==> src/rtl/abae_pkg.sv <==
// Shared types and constants of the adaptive binary arithmetic encoder.
`default_nettype none
package abae_pkg;
    localparam int CNT_W        = 16;
    localparam int RANGE_W      = 17;
    localparam int PEND_W       = 9;
    localparam int PEND_MAX_DEF = 480;
    localparam int OCNT_W       = 7;
    localparam int MAX_OUT      = 64;
    localparam int CFG_IDX_W    = 2;

    localparam logic [CFG_IDX_W-1:0] CFG_RESCALE_LIMIT = 2'd0;
    localparam logic [CFG_IDX_W-1:0] CFG_INIT_ZERO     = 2'd1;
    localparam logic [CFG_IDX_W-1:0] CFG_INIT_TOTAL    = 2'd2;

    localparam logic [CNT_W-1:0] RESCALE_LIMIT_RST = 16'd20;
    localparam logic [CNT_W-1:0] INIT_ZERO_RST     = 16'd1;
    localparam logic [CNT_W-1:0] INIT_TOTAL_RST    = 16'd11;
    localparam logic [CNT_W-1:0] RANGE_TOP         = 16'hffff;
    localparam logic [CNT_W-1:0] ZERO_MAX          = 16'hfffe;

    typedef struct packed {
        logic             done;
        logic [CNT_W-1:0] quo;
    } t_md_out;
endpackage
`default_nettype wire

==> src/rtl/abae_muldiv.sv <==
// Bit-serial multiply then divide: quo = range * zc / tc (quotient below 2^16).
`default_nettype none
module abae_muldiv
    import abae_pkg::*;
(
    input  wire logic               i_clk,
    input  wire logic               i_rst_n,
    input  wire logic               i_start,
    input  wire logic [RANGE_W-1:0] i_range,
    input  wire logic [CNT_W-1:0]   i_zc,
    input  wire logic [CNT_W-1:0]   i_tc,
    output t_md_out                 o_res
);
    typedef enum logic [1:0] {MD_IDLE, MD_MUL, MD_DIV} t_md_state;

    t_md_state                r_st;
    logic [2*CNT_W:0]         r_acc;
    logic [RANGE_W-1:0]       r_mcand;
    logic [CNT_W-1:0]         r_mplier;
    logic [CNT_W-1:0]         r_div;
    logic [CNT_W-1:0]         r_rem;
    logic [3:0]               r_cnt;
    logic                     r_done;

    logic [2*CNT_W:0]         w_addend;
    logic [2*CNT_W:0]         w_prod;
    logic [CNT_W:0]           w_shift;
    logic                     w_ge;

    assign w_addend = r_mplier[CNT_W-1] ? {{CNT_W{1'b0}}, r_mcand} : '0;
    assign w_prod   = {r_acc[2*CNT_W-1:0], 1'b0} + w_addend;
    assign w_shift  = {r_rem, r_acc[CNT_W-1]};
    assign w_ge     = w_shift >= {1'b0, r_div};

    always_ff @(posedge i_clk) begin
        if (!i_rst_n) begin
            r_st   <= MD_IDLE;
            r_done <= 1'b0;
            r_cnt  <= '0;
        end else begin
            r_done <= 1'b0;
            case (r_st)
                MD_IDLE: begin
                    if (i_start) begin
                        r_acc    <= '0;
                        r_mcand  <= i_range;
                        r_mplier <= i_zc;
                        r_div    <= i_tc;
                        r_cnt    <= '0;
                        r_st     <= MD_MUL;
                    end
                end
                MD_MUL: begin
                    r_acc    <= w_prod;
                    r_mplier <= {r_mplier[CNT_W-2:0], 1'b0};
                    r_cnt    <= r_cnt + 4'd1;
                    if (r_cnt == 4'd15) begin
                        // last product step seeds the remainder with the upper half
                        r_rem <= w_prod[2*CNT_W-1:CNT_W];
                        r_st  <= MD_DIV;
                    end
                end
                MD_DIV: begin
                    r_rem <= w_ge ? CNT_W'(w_shift - {1'b0, r_div}) : w_shift[CNT_W-1:0];
                    r_acc[CNT_W-1:0] <= {r_acc[CNT_W-2:0], w_ge};
                    r_cnt <= r_cnt + 4'd1;
                    if (r_cnt == 4'd15) begin
                        r_st   <= MD_IDLE;
                        r_done <= 1'b1;
                    end
                end
                default: r_st <= MD_IDLE;
            endcase
        end
    end

    assign o_res.done = r_done;
    assign o_res.quo  = r_acc[CNT_W-1:0];
endmodule
`default_nettype wire

==> src/rtl/adaptive_binary_arith_encoder_top.sv <==
// Top level of the adaptive binary arithmetic encoder.
`default_nettype none
// One binary symbol per transaction is coded into a 16-bit arithmetic-code
// interval with an adaptive zero/total count model; emitted code bits are
// packed MSB first and leave as bytes, one byte per output transaction.
// run_last marks the last byte caused by an input, stream_last the final
// byte of a flushed stream (end_of_stream set). Items are handled one at a
// time: the split point range*zero/total comes from a bit-serial unit that
// multiplies and then divides, and renormalization shifts one interval bit
// or one pending bit per cycle while the output side does not stall it. A
// flush pads the last byte with zero bits. The initial counts take effect
// at the next stream start, the rescale limit at the next model update. At
// most 64 bytes are delivered per input; extra bytes of that input are
// dropped.
module adaptive_binary_arith_encoder_top
    import abae_pkg::*;
#(
    parameter int PENDING_MAX = PEND_MAX_DEF
) (
    input  wire logic                 i_clk,
    input  wire logic                 i_rst_n,
    input  wire logic                 i_in_valid,
    output logic                      o_in_stall,
    input  wire logic                 i_symbol,
    input  wire logic                 i_end_of_stream,
    output logic                      o_out_valid,
    input  wire logic                 i_out_stall,
    output logic [7:0]                o_code_byte,
    output logic                      o_run_last,
    output logic                      o_stream_last,
    input  wire logic                 i_cfg_we,
    input  wire logic [CFG_IDX_W-1:0] i_cfg_idx,
    input  wire logic [CNT_W-1:0]     i_cfg_data
);
    typedef enum logic [2:0] {
        S_IDLE, S_START, S_CALC, S_APPLY, S_RENORM, S_PEND, S_PAD, S_FINISH
    } t_state;

    // configuration
    logic [CNT_W-1:0]   r_limit, r_init_z, r_init_t;
    // coder state
    t_state             r_st, n_st;
    logic [CNT_W-1:0]   r_low, n_low, r_high, n_high;
    logic [PEND_W-1:0]  r_pend, n_pend;
    logic [CNT_W-1:0]   r_zc, n_zc, r_tc, n_tc;
    logic [7:0]         r_pack, n_pack;
    logic [2:0]         r_fill, n_fill;
    logic               r_sidle, n_sidle;
    logic               r_sym, n_sym, r_eos, n_eos, r_flush, n_flush, r_pbit, n_pbit;
    logic [RANGE_W-1:0] r_range, n_range;
    logic [OCNT_W-1:0]  r_cnt, n_cnt;
    // byte held back until it is known whether it is the last of the item
    logic               r_hold_v, n_hold_v;
    logic [7:0]         r_hold, n_hold;
    // output register
    logic               r_out_v, n_out_v, r_out_rl, n_out_rl, r_out_sl, n_out_sl;
    logic [7:0]         r_out_b, n_out_b;

    t_md_out            w_md;
    logic [RANGE_W-1:0] w_range;
    logic               w_diff, w_strad, w_bit_req, w_bit, w_full, w_room, w_out_free;
    logic               w_block;
    logic [CNT_W-1:0]   w_lz, w_lt;
    logic [RANGE_W-1:0] w_split;
    logic [CNT_W-1:0]   w_z1, w_z2, w_t2;
    logic [CNT_W:0]     w_t1;

    assign w_range = {1'b0, r_high} - {1'b0, r_low} + RANGE_W'(1);

    abae_muldiv u_muldiv (
        .i_clk   (i_clk),
        .i_rst_n (i_rst_n),
        .i_start (r_st == S_START),
        .i_range (w_range),
        .i_zc    (r_zc),
        .i_tc    (r_tc),
        .o_res   (w_md)
    );

    // initial counts, made consistent
    always_comb begin
        w_lz = r_init_z;
        if (w_lz == '0) w_lz = CNT_W'(1);
        if (w_lz > ZERO_MAX) w_lz = ZERO_MAX;
        w_lt = (r_init_t <= w_lz) ? w_lz + CNT_W'(1) : r_init_t;
    end

    // split clamp and model update
    always_comb begin
        w_split = (w_md.quo == '0) ? RANGE_W'(1) : {1'b0, w_md.quo};
        if (w_split >= r_range) w_split = r_range - RANGE_W'(1);
        w_z1 = r_sym ? r_zc : r_zc + CNT_W'(1);
        w_t1 = {1'b0, r_tc} + (CNT_W+1)'(1);
        w_z2 = w_z1;
        w_t2 = w_t1[CNT_W-1:0];
        if (w_t1 > {1'b0, r_limit}) begin
            w_z2 = w_z1 >> 1;
            w_t2 = w_t1[CNT_W:1];
            if (w_z2 == '0) w_z2 = CNT_W'(1);
            if (w_z2 >= w_t2) w_t2 = w_z2 + CNT_W'(1);
        end
    end

    // bit emission and back-pressure
    assign w_diff     = r_high[CNT_W-1] ^ r_low[CNT_W-1];
    assign w_strad    = r_low[CNT_W-2] & ~r_high[CNT_W-2];
    assign w_bit_req  = (r_st == S_RENORM && !w_diff) || (r_st == S_PEND) ||
                        (r_st == S_PAD && r_fill != 3'd0);
    assign w_bit      = (r_st == S_RENORM) ? r_high[CNT_W-1] :
                        (r_st == S_PEND) ? r_pbit : 1'b0;
    assign w_full     = (r_fill == 3'd7);
    assign w_room     = (r_cnt < OCNT_W'(MAX_OUT));
    assign w_out_free = !r_out_v || !i_out_stall;
    assign w_block    = w_bit_req && w_full && w_room && r_hold_v && !w_out_free;

    always_comb begin
        n_st = r_st; n_low = r_low; n_high = r_high; n_pend = r_pend;
        n_zc = r_zc; n_tc = r_tc; n_pack = r_pack; n_fill = r_fill;
        n_sidle = r_sidle; n_sym = r_sym; n_eos = r_eos; n_flush = r_flush;
        n_pbit = r_pbit; n_range = r_range; n_cnt = r_cnt;
        n_hold_v = r_hold_v; n_hold = r_hold;
        n_out_v = r_out_v; n_out_b = r_out_b; n_out_rl = r_out_rl; n_out_sl = r_out_sl;

        if (r_out_v && !i_out_stall) n_out_v = 1'b0;

        if (w_bit_req && !w_block) begin
            n_pack = w_full ? 8'd0 : {r_pack[6:0], w_bit};
            n_fill = r_fill + 3'd1;
            if (w_full && w_room) begin
                if (r_hold_v) begin
                    n_out_v  = 1'b1;
                    n_out_b  = r_hold;
                    n_out_rl = 1'b0;
                    n_out_sl = 1'b0;
                end
                n_hold_v = 1'b1;
                n_hold   = {r_pack[6:0], w_bit};
                n_cnt    = r_cnt + OCNT_W'(1);
            end
        end

        case (r_st)
            S_IDLE: begin
                if (i_in_valid) begin
                    n_sym   = i_symbol;
                    n_eos   = i_end_of_stream;
                    n_cnt   = '0;
                    n_flush = 1'b0;
                    if (r_sidle) begin
                        n_zc    = w_lz;
                        n_tc    = w_lt;
                        n_low   = '0;
                        n_high  = RANGE_TOP;
                        n_pend  = '0;
                        n_sidle = 1'b0;
                    end
                    n_st = S_START;
                end
            end
            S_START: begin
                n_range = w_range;
                n_st    = S_CALC;
            end
            S_CALC: begin
                if (w_md.done) n_st = S_APPLY;
            end
            S_APPLY: begin
                if (!r_sym) n_high = CNT_W'({1'b0, r_low} + w_split - RANGE_W'(1));
                else        n_low  = CNT_W'({1'b0, r_low} + w_split);
                n_zc = w_z2;
                n_tc = w_t2;
                n_st = S_RENORM;
            end
            S_RENORM: begin
                if (w_diff) begin
                    if (w_strad) begin
                        // underflow: expand around the midpoint
                        if (r_pend < PEND_W'(PENDING_MAX)) n_pend = r_pend + PEND_W'(1);
                        n_low  = {1'b0, r_low[CNT_W-3:0], 1'b0};
                        n_high = {1'b1, r_high[CNT_W-3:0], 1'b1};
                    end else if (r_eos && !r_flush) begin
                        n_low   = r_high;
                        n_flush = 1'b1;
                    end else if (r_flush) begin
                        n_st = S_PAD;
                    end else begin
                        n_st = S_FINISH;
                    end
                end else if (!w_block) begin
                    n_low  = {r_low[CNT_W-2:0], 1'b0};
                    n_high = {r_high[CNT_W-2:0], 1'b1};
                    if (r_pend != '0) begin
                        n_pbit = ~r_high[CNT_W-1];
                        n_st   = S_PEND;
                    end
                end
            end
            S_PEND: begin
                if (!w_block) begin
                    n_pend = r_pend - PEND_W'(1);
                    if (r_pend == PEND_W'(1)) n_st = S_RENORM;
                end
            end
            S_PAD: begin
                if (r_fill == 3'd0) begin
                    n_low   = '0;
                    n_high  = RANGE_TOP;
                    n_pend  = '0;
                    n_sidle = 1'b1;
                    n_st    = S_FINISH;
                end
            end
            S_FINISH: begin
                if (!r_hold_v) begin
                    n_st = S_IDLE;
                end else if (w_out_free) begin
                    n_out_v  = 1'b1;
                    n_out_b  = r_hold;
                    n_out_rl = 1'b1;
                    n_out_sl = r_eos;
                    n_hold_v = 1'b0;
                    n_st     = S_IDLE;
                end
            end
            default: n_st = S_IDLE;
        endcase
    end

    always_ff @(posedge i_clk) begin
        if (!i_rst_n) begin
            r_limit  <= RESCALE_LIMIT_RST;
            r_init_z <= INIT_ZERO_RST;
            r_init_t <= INIT_TOTAL_RST;
            r_st     <= S_IDLE;
            r_low    <= '0;
            r_high   <= RANGE_TOP;
            r_pend   <= '0;
            r_zc     <= INIT_ZERO_RST;
            r_tc     <= INIT_TOTAL_RST;
            r_pack   <= '0;
            r_fill   <= '0;
            r_sidle  <= 1'b1;
            r_flush  <= 1'b0;
            r_cnt    <= '0;
            r_hold_v <= 1'b0;
            r_out_v  <= 1'b0;
        end else begin
            if (i_cfg_we) begin
                case (i_cfg_idx)
                    CFG_RESCALE_LIMIT: r_limit  <= i_cfg_data;
                    CFG_INIT_ZERO:     r_init_z <= i_cfg_data;
                    CFG_INIT_TOTAL:    r_init_t <= i_cfg_data;
                    default: ;
                endcase
            end
            r_st     <= n_st;
            r_low    <= n_low;
            r_high   <= n_high;
            r_pend   <= n_pend;
            r_zc     <= n_zc;
            r_tc     <= n_tc;
            r_pack   <= n_pack;
            r_fill   <= n_fill;
            r_sidle  <= n_sidle;
            r_flush  <= n_flush;
            r_cnt    <= n_cnt;
            r_hold_v <= n_hold_v;
            r_out_v  <= n_out_v;
        end
        r_sym    <= n_sym;
        r_eos    <= n_eos;
        r_pbit   <= n_pbit;
        r_range  <= n_range;
        r_hold   <= n_hold;
        r_out_b  <= n_out_b;
        r_out_rl <= n_out_rl;
        r_out_sl <= n_out_sl;
    end

    assign o_in_stall    = (r_st != S_IDLE);
    assign o_out_valid   = r_out_v;
    assign o_code_byte   = r_out_b;
    assign o_run_last    = r_out_rl;
    assign o_stream_last = r_out_sl;

`ifndef SYNTHESIS
    a_cnt_cap: assert property (@(posedge i_clk) disable iff (!i_rst_n)
        r_cnt <= OCNT_W'(MAX_OUT)) else $error("byte count beyond cap");
    a_pend_sat: assert property (@(posedge i_clk) disable iff (!i_rst_n)
        r_pend <= PEND_W'(PENDING_MAX)) else $error("pending count beyond limit");
    a_idle_no_hold: assert property (@(posedge i_clk) disable iff (!i_rst_n)
        r_st == S_IDLE |-> !r_hold_v) else $error("held byte left at idle");
    a_stream_run: assert property (@(posedge i_clk) disable iff (!i_rst_n)
        r_out_v && r_out_sl |-> r_out_rl) else $error("stream end without run end");
`endif
endmodule
`default_nettype wire

==> config.mk <==
export PLATFORM = sky130hd
export DESIGN_NAME = adaptive_binary_arith_encoder_top
export DESIGN_NICKNAME = d
export VERILOG_FILES = /design/src/rtl/abae_pkg.sv /design/src/rtl/abae_muldiv.sv /design/src/rtl/adaptive_binary_arith_encoder_top.sv
export SDC_FILE = /design/constraint.sdc
export NUM_CORES = 1
export LEC_CHECK = 0
export BUFFER_PORTS_ARGS = -buffer_cell sky130_fd_sc_hd__buf_2
export CAP_MARGIN = 25
export CELL_PAD_IN_SITES_DETAIL_PLACEMENT = 0
export CELL_PAD_IN_SITES_GLOBAL_PLACEMENT = 1
export CORE_MARGIN = 2
export CORE_UTILIZATION = 46
export CTS_CLUSTER_SIZE = 16
export DETAILED_ROUTE_END_ITERATION = 6
export HOLD_SLACK_MARGIN = 0.08
export PLACE_DENSITY = 0.76
export SYNTH_ARGS = -nofsm -noshare
export SYNTH_HDL_FRONTEND = slang
export SYNTH_SLANG_ARGS = --single-unit
==> constraint.sdc <==
create_clock -name i_clk -period 7.7 [get_ports i_clk]
set_input_delay 0 -clock i_clk [delete_from_list [all_inputs] [get_ports i_clk]]
set_output_delay 0 -clock i_clk [all_outputs]
set_load 0.01 [all_outputs]
==> run summary <==
fillcell total -> 3934
routed wire length -> 50500 µm
Starting Density -> 46.4%
initial antenna violation count -> 0
WS Path Type -> flip-flop to flip-flop
PD cells -> 399 mW/mm²
Tot GR Track Use -> 23.1%
Slew Viols, Final -> 0
Clk pwr share -> 20.8%
Final min period -> 6.15 ns
first-pass GRT wire length -> 82100 µm
clk buf depth -> 3
Worst-path clk slew -> 0.06 ns
Die ar. -> 0.0438 mm²
root buf cell -> clkbuf_16
CTS sink count -> 286
post-layout instance count excluding filler cells -> 2802
Synth top area share -> 19.2%
Area Overhead vs Synth -> 11.4%
via count -> 16.0k
vias per cell -> 5.71
Mapped Area -> 0.0194 mm²
most common cell in the netlist -> nand2_1
IO buf count -> 36
EDFF count, synth -> 124
Core ar. -> 0.0418 mm²
period utilisation layout -> 79.8%
Die Y -> 209 µm
worst rel slew slack -> 36.8%
routability congestion estimate -> 0.878
number of max-cap violations -> 0
antenna diode count -> 0
CTS HTree Levels -> 2
share of layout cells above drive strength 1 -> 8.22%
Switching Share -> 42.8%
Iter 0 DRT Violations -> 1159
Most used DFF post-synth -> dfxtp_1
DR DRC count -> 0
total congestion overflow -> 0
Synth Net Count -> 2419
dpl ws -> 1.29 ns
Max Clock Skew -> 0.0165 ns
Distinct cells, synth -> 81
post-synth top area cell -> edfxtp_1
FP Rows -> 75
top post-synthesis cells by area -> edfxtp_1 19%, dfxtp_1 17%, ha_1 10%, a21oi_1 4.7%, xnor2_1 4.3%
CP max FO -> 16
RSZ-0062 raised after global routing -> false
top cells by count, synth -> 210 x nand2_1, 185 x nor2_1, 180 x a21oi_1
worst path required time -> 8.10 ns
remaining antenna violation count -> 0
Logic pwr share -> 51.5%
pin count of the biggest net entering global routing -> 60
Max VDD drop -> 0.000194 V
I/O pin cnt -> 37
Seq/Total Area, Yosys -> 36.0%
vias in the first global route -> 15.5k
NetSw -> 0.00368 W
CTS tree -> built
critical path startpoint category -> flip-flop
placed cell count -> 2707
Synth Warn # -> 0
final setup vio count -> 0
#FFs+latches synth -> 286
static leakage -> 8.59 nW
WL per Instance -> 18.0 µm
Layout Nets -> 2427
CP endpoint kind -> flip-flop
Die Wd -> 209 µm
total CTS buffers -> 35
sequential power share -> 27.7%
post-CTS setup buffers -> 0
HP Class -> primary input to flip-flop
Critical Path AT -> 6.55 ns
internal power -> 0.00492 W
Final Hold Fails -> 0
Max Clk Rate -> 0.163 GHz
total negative slack -> 0 ns
total power -> 0.00860 W
status -> finished clean
clk_lat worst skew -> 0.56 ns
DR pass1 iterations -> 6
post-route setup slack -> 1.55 ns
Worst Tran Pin Value -> 0.944 ns
Gate Count Post-Synth -> 2229
Syn Area/Cell -> 8.69 µm²
post-synthesis async set-or-reset flop share -> 0%
DP Wirelength -> 36800 µm
cell families after synthesis:
group           share of synthesized area, %
simple gates                            18.9
compound gates                          17.7
flops                                   36.0
buf+inv                                 5.46
fa+ha+maj                               10.8
xor+xnor                                6.29
mux                                     4.91
sequential cells by signal, indices dropped and copies added (netlist names), 4 cells and up:
register / count
r_tc: 16
o_code_byte: 8
r_init_t: 16
r_init_z: 16
u_muldiv.r_acc: 31
r_range: 17
u_muldiv.r_div: 16
r_pend: 9
r_zc: 16
r_high: 16
r_pack: 7
u_muldiv.r_cnt: 4
u_muldiv.r_rem: 16
r_low: 16
r_cnt: 7
u_muldiv.r_mcand: 17
u_muldiv.r_mplier: 16
r_hold: 8
r_limit: 16
final cells by class:
| cell class | instances | area [µm²] | area share [%] |
|---|---|---|---|
| inverter | 159 | 598 | 2.77 |
| multi-input combinational | 1665 | 11400 | 52.8 |
| clock inverter | 16 | 255 | 1.18 |
| timing repair buffer | 90 | 696 | 3.22 |
| tap | 539 | 674 | 3.13 |
| sequential | 286 | 6970 | 32.3 |
| clock buffer | 47 | 982 | 4.55 |
cells in the final DEF (no fill, tap or decap), types with 16 or more instances in the layout:
cell type	n
clkbuf_16	36
o21a_1	19
nor3_1	41
o21ai_0	79
dfxtp_1	162
and2_1	27
and3_1	24
a22oi_1	17
nand4_1	35
nor2b_1	54
inv_1	158
a31oi_1	16
xor2_1	45
nor2_1	183
mux2_2	32
buf_4	18
mux2i_1	59
nor4_1	18
a21o_1	40
buf_2	36
nand2_1	209
dlygate4sd3_1	30
edfxtp_1	124
a211oi_1	45
nand3_1	68
xnor2_1	94
o211ai_1	16
nand2b_1	23
ha_1	160
a21oi_1	178
metal layers:
metal  GRT usage, %  wire length, µm  up-vias
li1               -                -     8010
met1           30.6            23300     7574
met2           39.1            23900      352
met3           3.02             2110       76
met4           7.41             1260        0
met5              0                0        -
path summary, 6_finish.rpt:
path	cells past startpoint	slack [ns]	startpoint	endpoint
worst min-delay path	2	0.15	i_end_of_stream	r_eos
worst max-delay path	19	1.55	u_muldiv.r_acc[13]	r_high[15]
worst max register to register	19	1.55	u_muldiv.r_acc[13]	r_high[15]
worst min register to register	0	0.45	r_pack[6]	r_hold[7]
power groups by stage:
stage          registers (W)  logic [W]  clock network, W
2_1_floorplan        0.00227    0.00342                 0
3_3_place_gp         0.00240    0.00428                 0
3_5_place_dp         0.00241    0.00436                 0
4_1_cts              0.00238    0.00441           0.00183
5_1_grt              0.00243    0.00495           0.00188
6_report             0.00238    0.00443           0.00179
worst max-delay path, cell delays in order, from the launching register on:
cell	delay [ns]
edfxtp_1	0.47
nor4_1	0.46
a41oi_1	0.23
ha_1	0.31
nand2b_1	0.13
a2111oi_0	0.46
o41ai_1	0.16
o31a_1	0.46
nor2_1	0.16
a21oi_1	0.07
ha_1	0.46
a2111oi_4	0.56
o21ai_2	0.19
nor2b_1	0.18
o41ai_1	0.67
xnor2_1	0.23
nand3_2	0.10
or4_1	0.42
mux2i_1	0.15
o221ai_1	0.13
metrics by stage:
stage / area [µm²] / util, % / hold slack [ns]
floorplan: 19400 / - / 0.0989
global placement: 20000 / 47.8 / 0.177
detailed placement: 20000 / 47.9 / 0.179
CTS: 21500 / 51.6 / 0.128
global route: 21600 / 51.7 / 0.159
finish: 21600 / 51.7 / 0.148
repair_timing:
| action | CTS | global route |
|---|---|---|
| setup endpoints to repair | 0 | 0 |
| hold endpoints to repair | 84 | 0 |
| resized for setup | 0 | 0 |
| hold buffers | 30 | 0 |
Note: power is estimated with default switching activity, not from simulation.
